`src/design/nmea_rmc_pkg.sv`:
```
`timescale 1ns / 1ps
// ----------------------------------------------------------------------------
// nmea_rmc_pkg
// Shared constants, types and helper functions of the RMC sentence parser.
// ----------------------------------------------------------------------------
package nmea_rmc_pkg;

    localparam int FRAC_DIGITS = 5;
    localparam int MAX_FIELDS  = 15;

    localparam int FIELD_W   = 4;
    localparam int DPOS_W    = 3;
    localparam int FD_W      = 3;
    localparam int PAIR_W    = 7;
    localparam int YEAR_W    = 7;
    localparam int CFG_IDX_W = 1;
    localparam int EVENT_W   = 2;

    localparam logic [2:0] PREFIX_LEN  = 3'd7;
    localparam logic [2:0] DP_STOP     = 3'd7;
    localparam logic [2:0] PAIR_DIGITS = 3'd6;
    localparam logic [2:0] STATUS_CAP  = 3'd2;
    localparam logic [FD_W-1:0] FD_MAX = FD_W'(FRAC_DIGITS);

    localparam logic [FIELD_W-1:0] FLD_TIME     = 4'd1;
    localparam logic [FIELD_W-1:0] FLD_STATUS   = 4'd2;
    localparam logic [FIELD_W-1:0] FLD_LAT      = 4'd3;
    localparam logic [FIELD_W-1:0] FLD_LAT_HEMI = 4'd4;
    localparam logic [FIELD_W-1:0] FLD_LON      = 4'd5;
    localparam logic [FIELD_W-1:0] FLD_LON_HEMI = 4'd6;
    localparam logic [FIELD_W-1:0] FLD_DATE     = 4'd9;
    localparam logic [FIELD_W-1:0] FLD_MAX      = FIELD_W'(MAX_FIELDS);

    localparam logic [7:0] CH_DOLLAR = 8'h24;
    localparam logic [7:0] CH_COMMA  = 8'h2C;
    localparam logic [7:0] CH_STAR   = 8'h2A;
    localparam logic [7:0] CH_CR     = 8'h0D;
    localparam logic [7:0] CH_LF     = 8'h0A;
    localparam logic [7:0] CH_POINT  = 8'h2E;
    localparam logic [7:0] CH_ZERO   = 8'h30;
    localparam logic [7:0] CH_NINE   = 8'h39;
    localparam logic [7:0] CH_A      = 8'h41;
    localparam logic [7:0] CH_S      = 8'h53;
    localparam logic [7:0] CH_W      = 8'h57;
    localparam logic [7:0] CH_G      = 8'h47;
    localparam logic [7:0] CH_P      = 8'h50;
    localparam logic [7:0] CH_R      = 8'h52;
    localparam logic [7:0] CH_M      = 8'h4D;
    localparam logic [7:0] CH_C      = 8'h43;

    localparam int FRAC_SCALE = 10 ** FRAC_DIGITS;
    localparam int FRAC_W     = $clog2(FRAC_SCALE + 1);

    localparam int LAT_WHOLE_W   = 14;
    localparam int LON_WHOLE_W   = 17;
    localparam int LAT_WHOLE_MAX = 2 ** LAT_WHOLE_W - 1;
    localparam int LON_WHOLE_MAX = 2 ** LON_WHOLE_W - 1;
    localparam int LAT_V_W       = LAT_WHOLE_W + 4;
    localparam int LON_V_W       = LON_WHOLE_W + 4;
    localparam int LAT_DEG_SAT   = LAT_WHOLE_MAX / 100;
    localparam int LON_DEG_SAT   = LON_WHOLE_MAX / 100;
    localparam int LAT_REM_SAT   = LAT_WHOLE_MAX % 100;
    localparam int LON_REM_SAT   = LON_WHOLE_MAX % 100;
    localparam int LAT_DEG_W     = $clog2(LAT_DEG_SAT + 1);
    localparam int LON_DEG_W     = $clog2(LON_DEG_SAT + 1);
    localparam int REM_W         = 7;
    localparam int REM_T_W       = 10;
    localparam int CARRY_W       = 4;

    localparam int MINV_W     = $clog2(100 * FRAC_SCALE);
    localparam int DIV6_SHIFT = MINV_W + 3;
    localparam int DIV6_W     = MINV_W + 1;
    localparam longint unsigned DIV6_MULT = ((64'd1 << DIV6_SHIFT) + 64'd5) / 64'd6;
    localparam int PROD_W     = MINV_W + DIV6_W;
    localparam int Q_W        = $clog2(100 * FRAC_SCALE / 6 + 1);

    localparam int MICRO       = 1000000;
    localparam int LAT_OUT_W   = 27;
    localparam int LON_OUT_W   = 30;
    localparam int LAT_OUT_MAX = 99999999;
    localparam int LON_OUT_MAX = 999999999;
    localparam int LAT_SUM_W   = $clog2(LAT_DEG_SAT * MICRO + 100 * FRAC_SCALE / 6 + 1);
    localparam int LON_SUM_W   = $clog2(LON_DEG_SAT * MICRO + 100 * FRAC_SCALE / 6 + 1);

    localparam int EV_SET_CLOCK  = 0;
    localparam int EV_FIX_GAINED = 1;

    localparam logic [CFG_IDX_W-1:0] CFG_YEAR_MIN = 1'b0;
    localparam logic [CFG_IDX_W-1:0] CFG_YEAR_MAX = 1'b1;
    localparam logic [YEAR_W-1:0] YEAR_MIN_RESET = 7'd21;
    localparam logic [YEAR_W-1:0] YEAR_MAX_RESET = 7'd50;

    typedef struct packed {
        logic [PAIR_W-1:0]    hour;
        logic [PAIR_W-1:0]    minute;
        logic [PAIR_W-1:0]    second;
        logic [PAIR_W-1:0]    day;
        logic [PAIR_W-1:0]    month;
        logic [PAIR_W-1:0]    year;
        logic                 position_valid;
        logic [LAT_OUT_W-1:0] lat_microdeg;
        logic                 lat_south;
        logic [LON_OUT_W-1:0] lon_microdeg;
        logic                 lon_west;
        logic [EVENT_W-1:0]   event_res;
    } t_result;

    function automatic logic f_is_digit(input logic [7:0] c);
        return (c >= CH_ZERO) && (c <= CH_NINE);
    endfunction

    function automatic logic [7:0] f_prefix_char(input logic [2:0] pos);
        logic [7:0] ch;
        case (pos)
            3'd0: ch = CH_DOLLAR;
            3'd1: ch = CH_G;
            3'd2: ch = CH_P;
            3'd3: ch = CH_R;
            3'd4: ch = CH_M;
            3'd5: ch = CH_C;
            3'd6: ch = CH_COMMA;
            default: ch = 8'h00;
        endcase
        return ch;
    endfunction

    function automatic logic [FRAC_W-1:0] f_pow10(input logic [FD_W-1:0] n);
        logic [FRAC_W-1:0] p;
        case (n)
            3'd0: p = FRAC_W'(1);
            3'd1: p = FRAC_W'(10);
            3'd2: p = FRAC_W'(100);
            3'd3: p = FRAC_W'(1000);
            3'd4: p = FRAC_W'(10000);
            3'd5: p = FRAC_W'(100000);
            3'd6: p = FRAC_W'(1000000);
            default: p = FRAC_W'(1);
        endcase
        return p;
    endfunction

    // hundreds digit of a value below 1000
    function automatic logic [CARRY_W-1:0] f_div100(input logic [REM_T_W-1:0] t);
        logic [CARRY_W-1:0] q;
        q = '0;
        for (int i = 1; i < 10; i++) begin
            if (t >= REM_T_W'(100 * i)) begin
                q = CARRY_W'(i);
            end
        end
        return q;
    endfunction

endpackage

```
`src/design/nmea_rmc_sentence_parser.sv`:
```
`timescale 1ns / 1ps
// ----------------------------------------------------------------------------
// nmea_rmc_sentence_parser
// Character-at-a-time parser for RMC sentences, reporting time, date,
// position and clock/fix events once per complete sentence.
// ----------------------------------------------------------------------------
// Usage:
//   Input channel: one received character per word on i_rx_char, taken when
//   i_valid is high and o_stall is low; while o_stall is low, one character
//   per cycle is sustained, each a digit accumulate and compare on the state.
//   Output channel: one result word per sentence ending in '*', CR or LF that
//   reached the date field, shown on o_valid and taken when i_stall is low.
//   The result word is registered when its terminating character is taken.
//   Coordinate conversion to microdegrees runs in a three-register pipeline
//   behind the parser state; the sentence layout leaves it settled before
//   any terminator.
//   A result register and a skid register part the two sides: while the
//   receiver stalls, characters are still taken until a second result is
//   held, then o_stall rises until the receiver drains one.
//   Configuration: i_cfg_index selects year_min (0) or year_max (1), written
//   when i_cfg_valid is high; o_cfg_ready is always high.
//   Reset (i_rst_n low, synchronous) drops any sentence in progress and any
//   pending results, restores the year window to 21..50 and clears the
//   clock-set and fix history.
// ----------------------------------------------------------------------------
module nmea_rmc_sentence_parser (
    input  logic                                   i_clk,
    input  logic                                   i_rst_n,
    input  logic                                   i_valid,
    output logic                                   o_stall,
    input  logic [7:0]                             i_rx_char,
    output logic                                   o_valid,
    input  logic                                   i_stall,
    output logic [nmea_rmc_pkg::PAIR_W-1:0]        o_hour,
    output logic [nmea_rmc_pkg::PAIR_W-1:0]        o_minute,
    output logic [nmea_rmc_pkg::PAIR_W-1:0]        o_second,
    output logic [nmea_rmc_pkg::PAIR_W-1:0]        o_day,
    output logic [nmea_rmc_pkg::PAIR_W-1:0]        o_month,
    output logic [nmea_rmc_pkg::PAIR_W-1:0]        o_year,
    output logic                                   o_position_valid,
    output logic [nmea_rmc_pkg::LAT_OUT_W-1:0]     o_lat_microdeg,
    output logic                                   o_lat_south,
    output logic [nmea_rmc_pkg::LON_OUT_W-1:0]     o_lon_microdeg,
    output logic                                   o_lon_west,
    output logic [nmea_rmc_pkg::EVENT_W-1:0]       o_event_res,
    input  logic                                   i_cfg_valid,
    output logic                                   o_cfg_ready,
    input  logic [nmea_rmc_pkg::CFG_IDX_W-1:0]     i_cfg_index,
    input  logic [nmea_rmc_pkg::YEAR_W-1:0]        i_cfg_data
);

    // configuration
    logic [nmea_rmc_pkg::YEAR_W-1:0] r_year_min;
    logic [nmea_rmc_pkg::YEAR_W-1:0] r_year_max;

    // sentence control
    logic [2:0]                          r_prefix_pos,  n_prefix_pos;
    logic                                r_in_sentence, n_in_sentence;
    logic [nmea_rmc_pkg::FIELD_W-1:0]    r_field_count, n_field_count;
    logic [nmea_rmc_pkg::DPOS_W-1:0]     r_digit_pos,   n_digit_pos;
    logic [nmea_rmc_pkg::FD_W-1:0]       r_frac_digits, n_frac_digits;
    logic                                r_after_point, n_after_point;
    logic                                r_clock_set_done, n_clock_set_done;
    logic                                r_fix_held,    n_fix_held;

    // field accumulators
    logic [nmea_rmc_pkg::PAIR_W-1:0]     r_time_acc [3];
    logic [nmea_rmc_pkg::PAIR_W-1:0]     n_time_acc [3];
    logic [nmea_rmc_pkg::PAIR_W-1:0]     r_date_acc [3];
    logic [nmea_rmc_pkg::PAIR_W-1:0]     n_date_acc [3];
    logic                                r_status_ok, n_status_ok;
    logic [1:0]                          r_hemi, n_hemi;
    logic [nmea_rmc_pkg::LAT_WHOLE_W-1:0] r_lat_whole, n_lat_whole;
    logic [nmea_rmc_pkg::LAT_DEG_W-1:0]  r_lat_deg, n_lat_deg;
    logic [nmea_rmc_pkg::REM_W-1:0]      r_lat_rem, n_lat_rem;
    logic [nmea_rmc_pkg::FRAC_W-1:0]     r_lat_frac, n_lat_frac;
    logic [nmea_rmc_pkg::LON_WHOLE_W-1:0] r_lon_whole, n_lon_whole;
    logic [nmea_rmc_pkg::LON_DEG_W-1:0]  r_lon_deg, n_lon_deg;
    logic [nmea_rmc_pkg::REM_W-1:0]      r_lon_rem, n_lon_rem;
    logic [nmea_rmc_pkg::FRAC_W-1:0]     r_lon_frac, n_lon_frac;

    // coordinate conversion pipeline
    logic [nmea_rmc_pkg::MINV_W-1:0]     r_lat_minv, r_lon_minv;
    logic [nmea_rmc_pkg::PROD_W-1:0]     lat_div_prod, lon_div_prod;
    logic [nmea_rmc_pkg::Q_W-1:0]        r_lat_q, r_lon_q;
    logic [nmea_rmc_pkg::LAT_SUM_W-1:0]  lat_sum;
    logic [nmea_rmc_pkg::LON_SUM_W-1:0]  lon_sum;
    logic [nmea_rmc_pkg::LAT_OUT_W-1:0]  r_lat_out;
    logic [nmea_rmc_pkg::LON_OUT_W-1:0]  r_lon_out;

    // per-character helpers
    logic                                in_acc;
    logic                                out_take;
    logic                                is_dig;
    logic                                is_term;
    logic [3:0]                          dig;
    logic [1:0]                          pair_k;
    logic [nmea_rmc_pkg::PAIR_W-1:0]     pair_acc;
    logic [nmea_rmc_pkg::PAIR_W-1:0]     pair_new;
    logic [nmea_rmc_pkg::FRAC_W-1:0]     cur_frac;
    logic [nmea_rmc_pkg::FRAC_W-1:0]     frac_step;
    logic [nmea_rmc_pkg::FRAC_W-1:0]     scale_pow;
    logic [2*nmea_rmc_pkg::FRAC_W-1:0]   scale_prod;
    logic [nmea_rmc_pkg::LAT_V_W-1:0]    lat_v;
    logic [nmea_rmc_pkg::LON_V_W-1:0]    lon_v;
    logic [nmea_rmc_pkg::REM_T_W-1:0]    lat_t, lon_t;
    logic [nmea_rmc_pkg::CARRY_W-1:0]    lat_carry, lon_carry;
    logic                                year_in_win;

    // result path
    logic                                res_v;
    logic [nmea_rmc_pkg::EVENT_W-1:0]    ev;
    nmea_rmc_pkg::t_result               res;
    nmea_rmc_pkg::t_result               r_out;
    nmea_rmc_pkg::t_result               r_skid;
    logic                                r_out_valid;
    logic                                r_skid_valid;

    assign o_stall     = r_skid_valid;
    assign o_cfg_ready = 1'b1;
    assign in_acc      = i_valid && !r_skid_valid;
    assign out_take    = r_out_valid && !i_stall;

    assign is_dig  = nmea_rmc_pkg::f_is_digit(i_rx_char);
    assign is_term = (i_rx_char == nmea_rmc_pkg::CH_STAR) || (i_rx_char == nmea_rmc_pkg::CH_CR)
                     || (i_rx_char == nmea_rmc_pkg::CH_LF);
    assign dig     = 4'(i_rx_char - nmea_rmc_pkg::CH_ZERO);

    assign pair_k   = r_digit_pos[2:1];
    assign pair_acc = (r_field_count == nmea_rmc_pkg::FLD_DATE) ? r_date_acc[pair_k]
                                                                : r_time_acc[pair_k];
    assign pair_new = nmea_rmc_pkg::PAIR_W'(pair_acc * 10 + dig);

    assign cur_frac   = (r_field_count == nmea_rmc_pkg::FLD_LON) ? r_lon_frac : r_lat_frac;
    assign frac_step  = nmea_rmc_pkg::FRAC_W'(cur_frac * 10 + dig);
    assign scale_pow  = nmea_rmc_pkg::f_pow10(nmea_rmc_pkg::FD_MAX - r_frac_digits);
    assign scale_prod = (2*nmea_rmc_pkg::FRAC_W)'(cur_frac) * (2*nmea_rmc_pkg::FRAC_W)'(scale_pow);

    assign lat_v     = nmea_rmc_pkg::LAT_V_W'(r_lat_whole * 10 + dig);
    assign lon_v     = nmea_rmc_pkg::LON_V_W'(r_lon_whole * 10 + dig);
    assign lat_t     = nmea_rmc_pkg::REM_T_W'(r_lat_rem * 10 + dig);
    assign lon_t     = nmea_rmc_pkg::REM_T_W'(r_lon_rem * 10 + dig);
    assign lat_carry = nmea_rmc_pkg::f_div100(lat_t);
    assign lon_carry = nmea_rmc_pkg::f_div100(lon_t);

    assign year_in_win = (r_date_acc[2] >= r_year_min) && (r_date_acc[2] <= r_year_max);

    // parser next state
    always_comb begin
        n_prefix_pos     = r_prefix_pos;
        n_in_sentence    = r_in_sentence;
        n_field_count    = r_field_count;
        n_digit_pos      = r_digit_pos;
        n_frac_digits    = r_frac_digits;
        n_after_point    = r_after_point;
        n_clock_set_done = r_clock_set_done;
        n_fix_held       = r_fix_held;
        n_time_acc       = r_time_acc;
        n_date_acc       = r_date_acc;
        n_status_ok      = r_status_ok;
        n_hemi           = r_hemi;
        n_lat_whole      = r_lat_whole;
        n_lat_deg        = r_lat_deg;
        n_lat_rem        = r_lat_rem;
        n_lat_frac       = r_lat_frac;
        n_lon_whole      = r_lon_whole;
        n_lon_deg        = r_lon_deg;
        n_lon_rem        = r_lon_rem;
        n_lon_frac       = r_lon_frac;
        res_v            = 1'b0;
        ev               = '0;

        if (in_acc) begin
            if (i_rx_char == nmea_rmc_pkg::CH_DOLLAR) begin
                n_in_sentence = 1'b1;
                n_prefix_pos  = 3'd1;
                n_field_count = '0;
                n_digit_pos   = '0;
                n_frac_digits = '0;
                n_after_point = 1'b0;
                n_time_acc    = '{default: '0};
                n_date_acc    = '{default: '0};
                n_status_ok   = 1'b0;
                n_hemi        = '0;
                n_lat_whole   = '0;
                n_lat_deg     = '0;
                n_lat_rem     = '0;
                n_lat_frac    = '0;
                n_lon_whole   = '0;
                n_lon_deg     = '0;
                n_lon_rem     = '0;
                n_lon_frac    = '0;
            end else if (r_in_sentence) begin
                if (r_prefix_pos < nmea_rmc_pkg::PREFIX_LEN) begin
                    if (i_rx_char == nmea_rmc_pkg::f_prefix_char(r_prefix_pos)) begin
                        n_prefix_pos = r_prefix_pos + 3'd1;
                        if (r_prefix_pos == nmea_rmc_pkg::PREFIX_LEN - 3'd1) begin
                            n_field_count = nmea_rmc_pkg::FLD_TIME;
                            n_digit_pos   = '0;
                            n_frac_digits = '0;
                            n_after_point = 1'b0;
                        end
                    end else begin
                        n_in_sentence = 1'b0;
                    end
                end else if (is_term) begin
                    n_in_sentence = 1'b0;
                    if (r_field_count >= nmea_rmc_pkg::FLD_DATE) begin
                        res_v = 1'b1;
                        if (year_in_win && !r_clock_set_done) begin
                            ev[nmea_rmc_pkg::EV_SET_CLOCK] = 1'b1;
                            n_clock_set_done = 1'b1;
                        end
                        if (r_status_ok) begin
                            ev[nmea_rmc_pkg::EV_FIX_GAINED] = !r_fix_held;
                            n_fix_held = 1'b1;
                        end else begin
                            n_fix_held = 1'b0;
                        end
                    end
                end else if (i_rx_char == nmea_rmc_pkg::CH_COMMA) begin
                    // minute decimals are left-aligned to the full digit count
                    if (r_field_count == nmea_rmc_pkg::FLD_LAT) begin
                        n_lat_frac = scale_prod[nmea_rmc_pkg::FRAC_W-1:0];
                    end else if (r_field_count == nmea_rmc_pkg::FLD_LON) begin
                        n_lon_frac = scale_prod[nmea_rmc_pkg::FRAC_W-1:0];
                    end
                    if (r_field_count < nmea_rmc_pkg::FLD_MAX) begin
                        n_field_count = r_field_count + 4'd1;
                    end
                    n_digit_pos   = '0;
                    n_frac_digits = '0;
                    n_after_point = 1'b0;
                end else begin
                    case (r_field_count)
                        nmea_rmc_pkg::FLD_TIME: begin
                            if (r_digit_pos < nmea_rmc_pkg::PAIR_DIGITS && is_dig) begin
                                n_time_acc[pair_k] = pair_new;
                                n_digit_pos = r_digit_pos + 3'd1;
                            end else begin
                                n_digit_pos = nmea_rmc_pkg::DP_STOP;
                            end
                        end
                        nmea_rmc_pkg::FLD_DATE: begin
                            if (r_digit_pos < nmea_rmc_pkg::PAIR_DIGITS && is_dig) begin
                                n_date_acc[pair_k] = pair_new;
                                n_digit_pos = r_digit_pos + 3'd1;
                            end else begin
                                n_digit_pos = nmea_rmc_pkg::DP_STOP;
                            end
                        end
                        nmea_rmc_pkg::FLD_STATUS: begin
                            n_status_ok = (r_digit_pos == '0) && (i_rx_char == nmea_rmc_pkg::CH_A);
                            if (r_digit_pos < nmea_rmc_pkg::STATUS_CAP) begin
                                n_digit_pos = r_digit_pos + 3'd1;
                            end
                        end
                        nmea_rmc_pkg::FLD_LAT: begin
                            if (r_digit_pos != nmea_rmc_pkg::DP_STOP) begin
                                if (is_dig) begin
                                    if (r_after_point) begin
                                        if (r_frac_digits < nmea_rmc_pkg::FD_MAX) begin
                                            n_lat_frac    = frac_step;
                                            n_frac_digits = r_frac_digits + 3'd1;
                                        end
                                    end else if (lat_v > nmea_rmc_pkg::LAT_WHOLE_MAX) begin
                                        n_lat_whole = nmea_rmc_pkg::LAT_WHOLE_W'(
                                                          nmea_rmc_pkg::LAT_WHOLE_MAX);
                                        n_lat_deg   = nmea_rmc_pkg::LAT_DEG_W'(
                                                          nmea_rmc_pkg::LAT_DEG_SAT);
                                        n_lat_rem   = nmea_rmc_pkg::REM_W'(
                                                          nmea_rmc_pkg::LAT_REM_SAT);
                                    end else begin
                                        n_lat_whole = lat_v[nmea_rmc_pkg::LAT_WHOLE_W-1:0];
                                        n_lat_deg   = nmea_rmc_pkg::LAT_DEG_W'(
                                                          r_lat_deg * 10 + lat_carry);
                                        n_lat_rem   = nmea_rmc_pkg::REM_W'(
                                                          lat_t - lat_carry * 100);
                                    end
                                end else if (i_rx_char == nmea_rmc_pkg::CH_POINT
                                             && !r_after_point) begin
                                    n_after_point = 1'b1;
                                end else begin
                                    n_digit_pos = nmea_rmc_pkg::DP_STOP;
                                end
                            end
                        end
                        nmea_rmc_pkg::FLD_LON: begin
                            if (r_digit_pos != nmea_rmc_pkg::DP_STOP) begin
                                if (is_dig) begin
                                    if (r_after_point) begin
                                        if (r_frac_digits < nmea_rmc_pkg::FD_MAX) begin
                                            n_lon_frac    = frac_step;
                                            n_frac_digits = r_frac_digits + 3'd1;
                                        end
                                    end else if (lon_v > nmea_rmc_pkg::LON_WHOLE_MAX) begin
                                        n_lon_whole = nmea_rmc_pkg::LON_WHOLE_W'(
                                                          nmea_rmc_pkg::LON_WHOLE_MAX);
                                        n_lon_deg   = nmea_rmc_pkg::LON_DEG_W'(
                                                          nmea_rmc_pkg::LON_DEG_SAT);
                                        n_lon_rem   = nmea_rmc_pkg::REM_W'(
                                                          nmea_rmc_pkg::LON_REM_SAT);
                                    end else begin
                                        n_lon_whole = lon_v[nmea_rmc_pkg::LON_WHOLE_W-1:0];
                                        n_lon_deg   = nmea_rmc_pkg::LON_DEG_W'(
                                                          r_lon_deg * 10 + lon_carry);
                                        n_lon_rem   = nmea_rmc_pkg::REM_W'(
                                                          lon_t - lon_carry * 100);
                                    end
                                end else if (i_rx_char == nmea_rmc_pkg::CH_POINT
                                             && !r_after_point) begin
                                    n_after_point = 1'b1;
                                end else begin
                                    n_digit_pos = nmea_rmc_pkg::DP_STOP;
                                end
                            end
                        end
                        nmea_rmc_pkg::FLD_LAT_HEMI: begin
                            if (r_digit_pos == '0 && i_rx_char == nmea_rmc_pkg::CH_S) begin
                                n_hemi[0] = 1'b1;
                            end
                            n_digit_pos = 3'd1;
                        end
                        nmea_rmc_pkg::FLD_LON_HEMI: begin
                            if (r_digit_pos == '0 && i_rx_char == nmea_rmc_pkg::CH_W) begin
                                n_hemi[1] = 1'b1;
                            end
                            n_digit_pos = 3'd1;
                        end
                        default: begin
                        end
                    endcase
                end
            end
        end
    end

    // control registers and configuration
    always_ff @(posedge i_clk) begin
        if (!i_rst_n) begin
            r_year_min       <= nmea_rmc_pkg::YEAR_MIN_RESET;
            r_year_max       <= nmea_rmc_pkg::YEAR_MAX_RESET;
            r_prefix_pos     <= '0;
            r_in_sentence    <= 1'b0;
            r_field_count    <= '0;
            r_digit_pos      <= '0;
            r_frac_digits    <= '0;
            r_after_point    <= 1'b0;
            r_clock_set_done <= 1'b0;
            r_fix_held       <= 1'b0;
        end else begin
            r_prefix_pos     <= n_prefix_pos;
            r_in_sentence    <= n_in_sentence;
            r_field_count    <= n_field_count;
            r_digit_pos      <= n_digit_pos;
            r_frac_digits    <= n_frac_digits;
            r_after_point    <= n_after_point;
            r_clock_set_done <= n_clock_set_done;
            r_fix_held       <= n_fix_held;
            if (i_cfg_valid && o_cfg_ready) begin
                case (i_cfg_index)
                    nmea_rmc_pkg::CFG_YEAR_MIN: r_year_min <= i_cfg_data;
                    nmea_rmc_pkg::CFG_YEAR_MAX: r_year_max <= i_cfg_data;
                    default: begin
                    end
                endcase
            end
        end
    end

    // accumulators, cleared by the start of each sentence
    always_ff @(posedge i_clk) begin
        r_time_acc  <= n_time_acc;
        r_date_acc  <= n_date_acc;
        r_status_ok <= n_status_ok;
        r_hemi      <= n_hemi;
        r_lat_whole <= n_lat_whole;
        r_lat_deg   <= n_lat_deg;
        r_lat_rem   <= n_lat_rem;
        r_lat_frac  <= n_lat_frac;
        r_lon_whole <= n_lon_whole;
        r_lon_deg   <= n_lon_deg;
        r_lon_rem   <= n_lon_rem;
        r_lon_frac  <= n_lon_frac;
    end

    // microdegrees = deg * 1e6 + floor(minutes_scaled / 6)
    assign lat_div_prod = nmea_rmc_pkg::PROD_W'(r_lat_minv)
                          * nmea_rmc_pkg::PROD_W'(nmea_rmc_pkg::DIV6_MULT);
    assign lon_div_prod = nmea_rmc_pkg::PROD_W'(r_lon_minv)
                          * nmea_rmc_pkg::PROD_W'(nmea_rmc_pkg::DIV6_MULT);
    assign lat_sum = nmea_rmc_pkg::LAT_SUM_W'(r_lat_deg * nmea_rmc_pkg::MICRO + r_lat_q);
    assign lon_sum = nmea_rmc_pkg::LON_SUM_W'(r_lon_deg * nmea_rmc_pkg::MICRO + r_lon_q);

    always_ff @(posedge i_clk) begin
        r_lat_minv <= nmea_rmc_pkg::MINV_W'(r_lat_rem * nmea_rmc_pkg::FRAC_SCALE + r_lat_frac);
        r_lon_minv <= nmea_rmc_pkg::MINV_W'(r_lon_rem * nmea_rmc_pkg::FRAC_SCALE + r_lon_frac);
        r_lat_q    <= lat_div_prod[nmea_rmc_pkg::DIV6_SHIFT +: nmea_rmc_pkg::Q_W];
        r_lon_q    <= lon_div_prod[nmea_rmc_pkg::DIV6_SHIFT +: nmea_rmc_pkg::Q_W];
        r_lat_out  <= (lat_sum > nmea_rmc_pkg::LAT_OUT_MAX)
                      ? nmea_rmc_pkg::LAT_OUT_W'(nmea_rmc_pkg::LAT_OUT_MAX)
                      : lat_sum[nmea_rmc_pkg::LAT_OUT_W-1:0];
        r_lon_out  <= (lon_sum > nmea_rmc_pkg::LON_OUT_MAX)
                      ? nmea_rmc_pkg::LON_OUT_W'(nmea_rmc_pkg::LON_OUT_MAX)
                      : lon_sum[nmea_rmc_pkg::LON_OUT_W-1:0];
    end

    always_comb begin
        res.hour           = r_time_acc[0];
        res.minute         = r_time_acc[1];
        res.second         = r_time_acc[2];
        res.day            = r_date_acc[0];
        res.month          = r_date_acc[1];
        res.year           = r_date_acc[2];
        res.position_valid = r_status_ok;
        res.lat_microdeg   = r_lat_out;
        res.lat_south      = r_hemi[0];
        res.lon_microdeg   = r_lon_out;
        res.lon_west       = r_hemi[1];
        res.event_res      = ev;
    end

    // result register with skid
    always_ff @(posedge i_clk) begin
        if (!i_rst_n) begin
            r_out_valid  <= 1'b0;
            r_skid_valid <= 1'b0;
        end else begin
            if (r_skid_valid) begin
                if (out_take) begin
                    r_out        <= r_skid;
                    r_skid_valid <= 1'b0;
                end
            end else if (res_v) begin
                if (!r_out_valid || out_take) begin
                    r_out       <= res;
                    r_out_valid <= 1'b1;
                end else begin
                    r_skid       <= res;
                    r_skid_valid <= 1'b1;
                end
            end else if (out_take) begin
                r_out_valid <= 1'b0;
            end
        end
    end

    assign o_valid          = r_out_valid;
    assign o_hour           = r_out.hour;
    assign o_minute         = r_out.minute;
    assign o_second         = r_out.second;
    assign o_day            = r_out.day;
    assign o_month          = r_out.month;
    assign o_year           = r_out.year;
    assign o_position_valid = r_out.position_valid;
    assign o_lat_microdeg   = r_out.lat_microdeg;
    assign o_lat_south      = r_out.lat_south;
    assign o_lon_microdeg   = r_out.lon_microdeg;
    assign o_lon_west       = r_out.lon_west;
    assign o_event_res      = r_out.event_res;

    a_skid_behind_out: assert property (@(posedge i_clk) disable iff (!i_rst_n)
        r_skid_valid |-> r_out_valid)
        else $error("skid word held without a result word in front");

    a_clock_set_sticky: assert property (@(posedge i_clk) disable iff (!i_rst_n)
        r_clock_set_done |=> r_clock_set_done)
        else $error("clock-set history lost outside reset");

    a_fix_needs_valid: assert property (@(posedge i_clk) disable iff (!i_rst_n)
        o_valid |-> !(o_event_res[nmea_rmc_pkg::EV_FIX_GAINED] && !o_position_valid))
        else $error("fix-gained event on a word without a valid position");

    a_result_ends_sentence: assert property (@(posedge i_clk) disable iff (!i_rst_n)
        res_v |=> !r_in_sentence || (r_prefix_pos == 3'd1))
        else $error("sentence still open after its result");

endmodule

```
`config.mk`:
```
export PLATFORM = sky130hd
export DESIGN_NAME = nmea_rmc_sentence_parser
export DESIGN_NICKNAME = d
export VERILOG_FILES = /design/src/design/nmea_rmc_pkg.sv /design/src/design/nmea_rmc_sentence_parser.sv
export SDC_FILE = /design/constraint.sdc
export NUM_CORES = 2
export LEC_CHECK = 0
export BUFFER_PORTS_ARGS = -buffer_cell sky130_fd_sc_hd__buf_2
export CORE_MARGIN = 2
export CORE_UTILIZATION = 55
export CTS_BUF_LIST = sky130_fd_sc_hd__clkbuf_16
export DETAILED_ROUTE_END_ITERATION = 6
export GPL_TIMING_DRIVEN = 0
export PLACE_DENSITY = 0.67
export SYNTH_ARGS = -nofsm -noshare
export SYNTH_HDL_FRONTEND = slang
export SYNTH_SLANG_ARGS = --single-unit
```
`constraint.sdc`:
```
create_clock -name i_clk -period 23.4 [get_ports i_clk]
set_input_delay 5.85 -clock i_clk [delete_from_list [all_inputs] [get_ports i_clk]]
set_output_delay 5.85 -clock i_clk [all_outputs]
set_load 0.03 [all_outputs]
```
==> results.cfg <==
[placed_design]
dp_hpwl_um = 109000
finalWeightedCongestion = 0.930
port_buffers = 125

[global_routing]
grt_max_degree = 32
grt_pass1_vias = 41300
grt_overflow = 0
grt_first_pass_wirelength_um = 216000
grtUsageTotal = 0.249
antenna_found_initial = 5

[setup_path]
rrSetupSlack_ns = 14.97
required_ns = 23.79
crit_family = compound AO/OA/AOI/OAI gates
cp_max_fo = 7
end_kind = register
path_class = in2reg
arrival_ns = 10.42
cp_common_cell = a21oi_1
rr_worst_depth = 25
crit_chain = buf_2 > ha_1 > fa_1 > a21oi_1 > nor4bb_1 > xor3_1 > a32oi_1 > o22ai_1 > a221o_1 > a21oi_1 > a21oi_1 > ha_1 > fa_1 > inv_1 > a21o_1 > a21oi_1 > xnor2_1 > xnor2_1 > xnor2_1 > xnor2_1 > a21oi_1
critPathSlowestCell = nor4bb_1
slowest_delay_ns = 0.58
regToRegEndpoint = r_lat_frac[16]$_SDFFCE_PP0P_
crit_buf_inv = 2
startpoint_type = input pin
reg2reg_from = r_field_count[0]$_SDFFE_PN0P_

[clocking]
htree_num_levels = 2
cts_resized = 0
clk_latency_ns = 0.72
cts_tree = yes
postCtsHoldBufs = 0
path_clk_slew_ns = 0.06
numClockSinks = 527
numCtsBuffers = 58
cts_setup_buffers = 0
ctsRootBufferMaster = clkbuf_16
max-clock-path-buffers = 3

[worst_hold_path]
min_to = r_lon_minv[0]$_DFF_P_
hp-start = r_lon_frac[0]$_SDFFCE_PP0P_
min_delay_path_depth = 0
hp-class = reg2reg

[die]
die_x_um = 330
start_util = 0.554
rows = 119
core_area_um2 = 105000
ios = 128
die-area_um2 = 109000
die_h_um = 330

[logic_synthesis]
syn_area_um2 = 58300
ys_types = 96
seq_area_frac_synth = 0.241
ys.flop_type = edfxtp_1
async_flop_share = 0
synth_warnings = 0
syn_inst = 5669
synth_edf_count = 347
syn_avg_cell_area_um2 = 10.3
synth-seq-cells = 527
syn_nets = 7307

[final_layout]
postLayoutCoreUtil = 0.598
fillers = 8920
nNetsFinal = 7504
area_delta_synth_final_pct = 7.92
mostFrequentLayoutCells = inv_1 (1101), ha_1 (1012), fa_1 (605)
layout_commonest_cell = inv_1
drive_above_1_share = 0.0701

[timing]
max_freq_ghz = 0.0997
slew_headroom = 0.199
skew_ns = 0.0868
final_hold_viol_count = 0
worstMarginPinSlew_ns = 1.20
maxSlewViolCount = 0
setup_violations = 0
period_share = 0.429
grt_setup_unrepaired = false
setup_total_negative_slack_ns = 0
min_period_ns = 10.03

[drt]
routedWlPerCell_um = 18.1
via_per_inst = 5.52
wl_um = 132000
drtIter0Drc = 2460
route.detailed.drc = 0
ant_nets = 0
vias = 40300
firstDrtPassIters = 5

[run]
maxCapViolCount = 0

[power]
p_leak_nw = 29.6
irDropWorstVdd_uv = 74.9
power_density_nw_per_um2 = 31.1

[outcome]
status = completed
-- kinds of logic after synthesis --
| kind of cell | after synthesis | share of synthesized area |
|---|---|---|
| AOI/OAI and AO/OA | 844 | 0.0937 |
| xor gates and xnor gates | 324 | 0.0497 |
| adders and majority gates | 1617 | 0.425 |
| buffers and inverters | 1183 | 0.0764 |
| DFF | 527 | 0.241 |
| muxes | 147 | 0.0277 |
| other | 1 | 0.0000643 |
| and+or+nand+nor | 1026 | 0.0869 |
-- registers in the layout, indices dropped and copies added, names as in the netlist, 8 cells and up --
name            cells
r_skid            104
o_lon_microdeg     30
r_lon_out          30
o_lat_microdeg     27
r_lat_out          27
r_lat_minv         24
r_lon_minv         24
r_date_acc         21
r_lat_q            21
r_lon_q            21
r_time_acc         21
r_lat_frac         17
r_lon_frac         17
r_lon_whole        17
r_lat_whole        14
r_lon_deg          11
r_lat_deg           8
-- worst reg2reg max path, stage by stage (launching register included) --
cell,delay [ns]
dfxtp_1,0.45
ha_1,0.32
and3b_1,0.25
clkbuf_1,0.25
clkbuf_1,0.56
mux2i_1,0.62
clkbuf_1,0.56
nand2_1,0.17
fa_1,0.57
inv_1,0.06
fa_1,0.41
inv_1,0.09
fa_1,0.43
fa_1,0.40
fa_1,0.53
fa_1,0.47
xnor2_1,0.20
xnor2_1,0.12
xnor2_1,0.28
xnor2_1,0.13
xnor2_1,0.22
xnor2_1,0.12
xnor2_1,0.27
nor3_1,0.11
nor3b_1,0.39
a211oi_1,0.14
-- how the worst max path moves through the flow --
stage | end | cells past startpoint | startpoint | slack (ns)
after global routing | r_lon_deg[9]$_SDFFCE_PP0P_ | 18 | i_rx_char[1] | 13.02
after floorplan | o_day[0]$_DFFE_PP_ | 6 | i_rx_char[3] | 10.77
final | r_lon_rem[6]$_SDFFCE_PP0P_ | 21 | i_rx_char[1] | 13.37
after CTS | r_lon_deg[9]$_SDFFCE_PP0P_ | 18 | i_rx_char[1] | 13.43
after detailed placement | r_lon_deg[9]$_SDFFCE_PP0P_ | 18 | i_rx_char[1] | 12.72
after global placement | o_lon_microdeg[28]$_DFFE_PP_ | 7 | i_rx_char[0] | 6.64
-- final cells by class --
type	count	area, um2	share of cell area
sequential	527	14000	0.223
clock inverter	51	488	0.00776
multi-input combinational	3959	39800	0.633
antenna	1	2.50	0.0000398
clock buffer	59	1480	0.0235
buffer	85	335	0.00533
tap	1391	1740	0.0277
timing repair buffer	137	866	0.0138
inverter	1098	4120	0.0655
-- per-layer routing --
layer / GRT usage / up-vias / share of wire
li1: - / 19500 / -
met1: 0.358 / 19800 / 0.47
met2: 0.398 / 872 / 0.46
met3: 0.0342 / 170 / 0.050
met4: 0.0645 / 4 / 0.024
met5: 0 / - / 0.00023
-- Yosys cell counts (all sizes together) (29+ instances only) --
| master | number | share of area |
|---|---|---|
| inv | 1096 | 0.071 |
| ha | 1012 | 0.22 |
| fa | 605 | 0.21 |
| edfxtp | 347 | 0.18 |
| nand2 | 337 | 0.022 |
| a21oi | 292 | 0.025 |
| xnor2 | 210 | 0.032 |
| nor2 | 199 | 0.013 |
| dfxtp | 180 | 0.062 |
| o21ai | 149 | 0.013 |
| mux2 | 112 | 0.022 |
| xor2 | 110 | 0.017 |
| a21o | 83 | 0.011 |
| nor3 | 82 | 0.0071 |
| nand3 | 79 | 0.0068 |
| clkbuf | 76 | 0.0049 |
| o21a | 57 | 0.0073 |
| nor2b | 45 | 0.0048 |
| and3 | 40 | 0.0043 |
| and2 | 38 | 0.0041 |
| a211oi | 37 | 0.0049 |
| mux2i | 35 | 0.0060 |
| nand2b | 29 | 0.0031 |
-- power by group --
group | switching, W | internal, W
sequential | 0.000000632 | 0.000982
combinational | 0.0000230 | 0.0000147
clock | 0.000420 | 0.000514
-- stage by stage --
step           hold WS (ns)  setup slack (ns)  instance area, um2  power, W  instances
4_1_cts               0.395             13.43               62900   0.00198       7307
5_1_grt               0.410             13.02               62900   0.00201       7307
6_report              0.396             13.37               62900   0.00195       7308
2_1_floorplan         0.342             10.77               58300   0.00103       5669
3_3_place_gp          0.369              6.64               60600   0.00104       7185
3_5_place_dp          0.373             12.72               60900   0.00104       7197
Power figures use the tool's default switching activity.
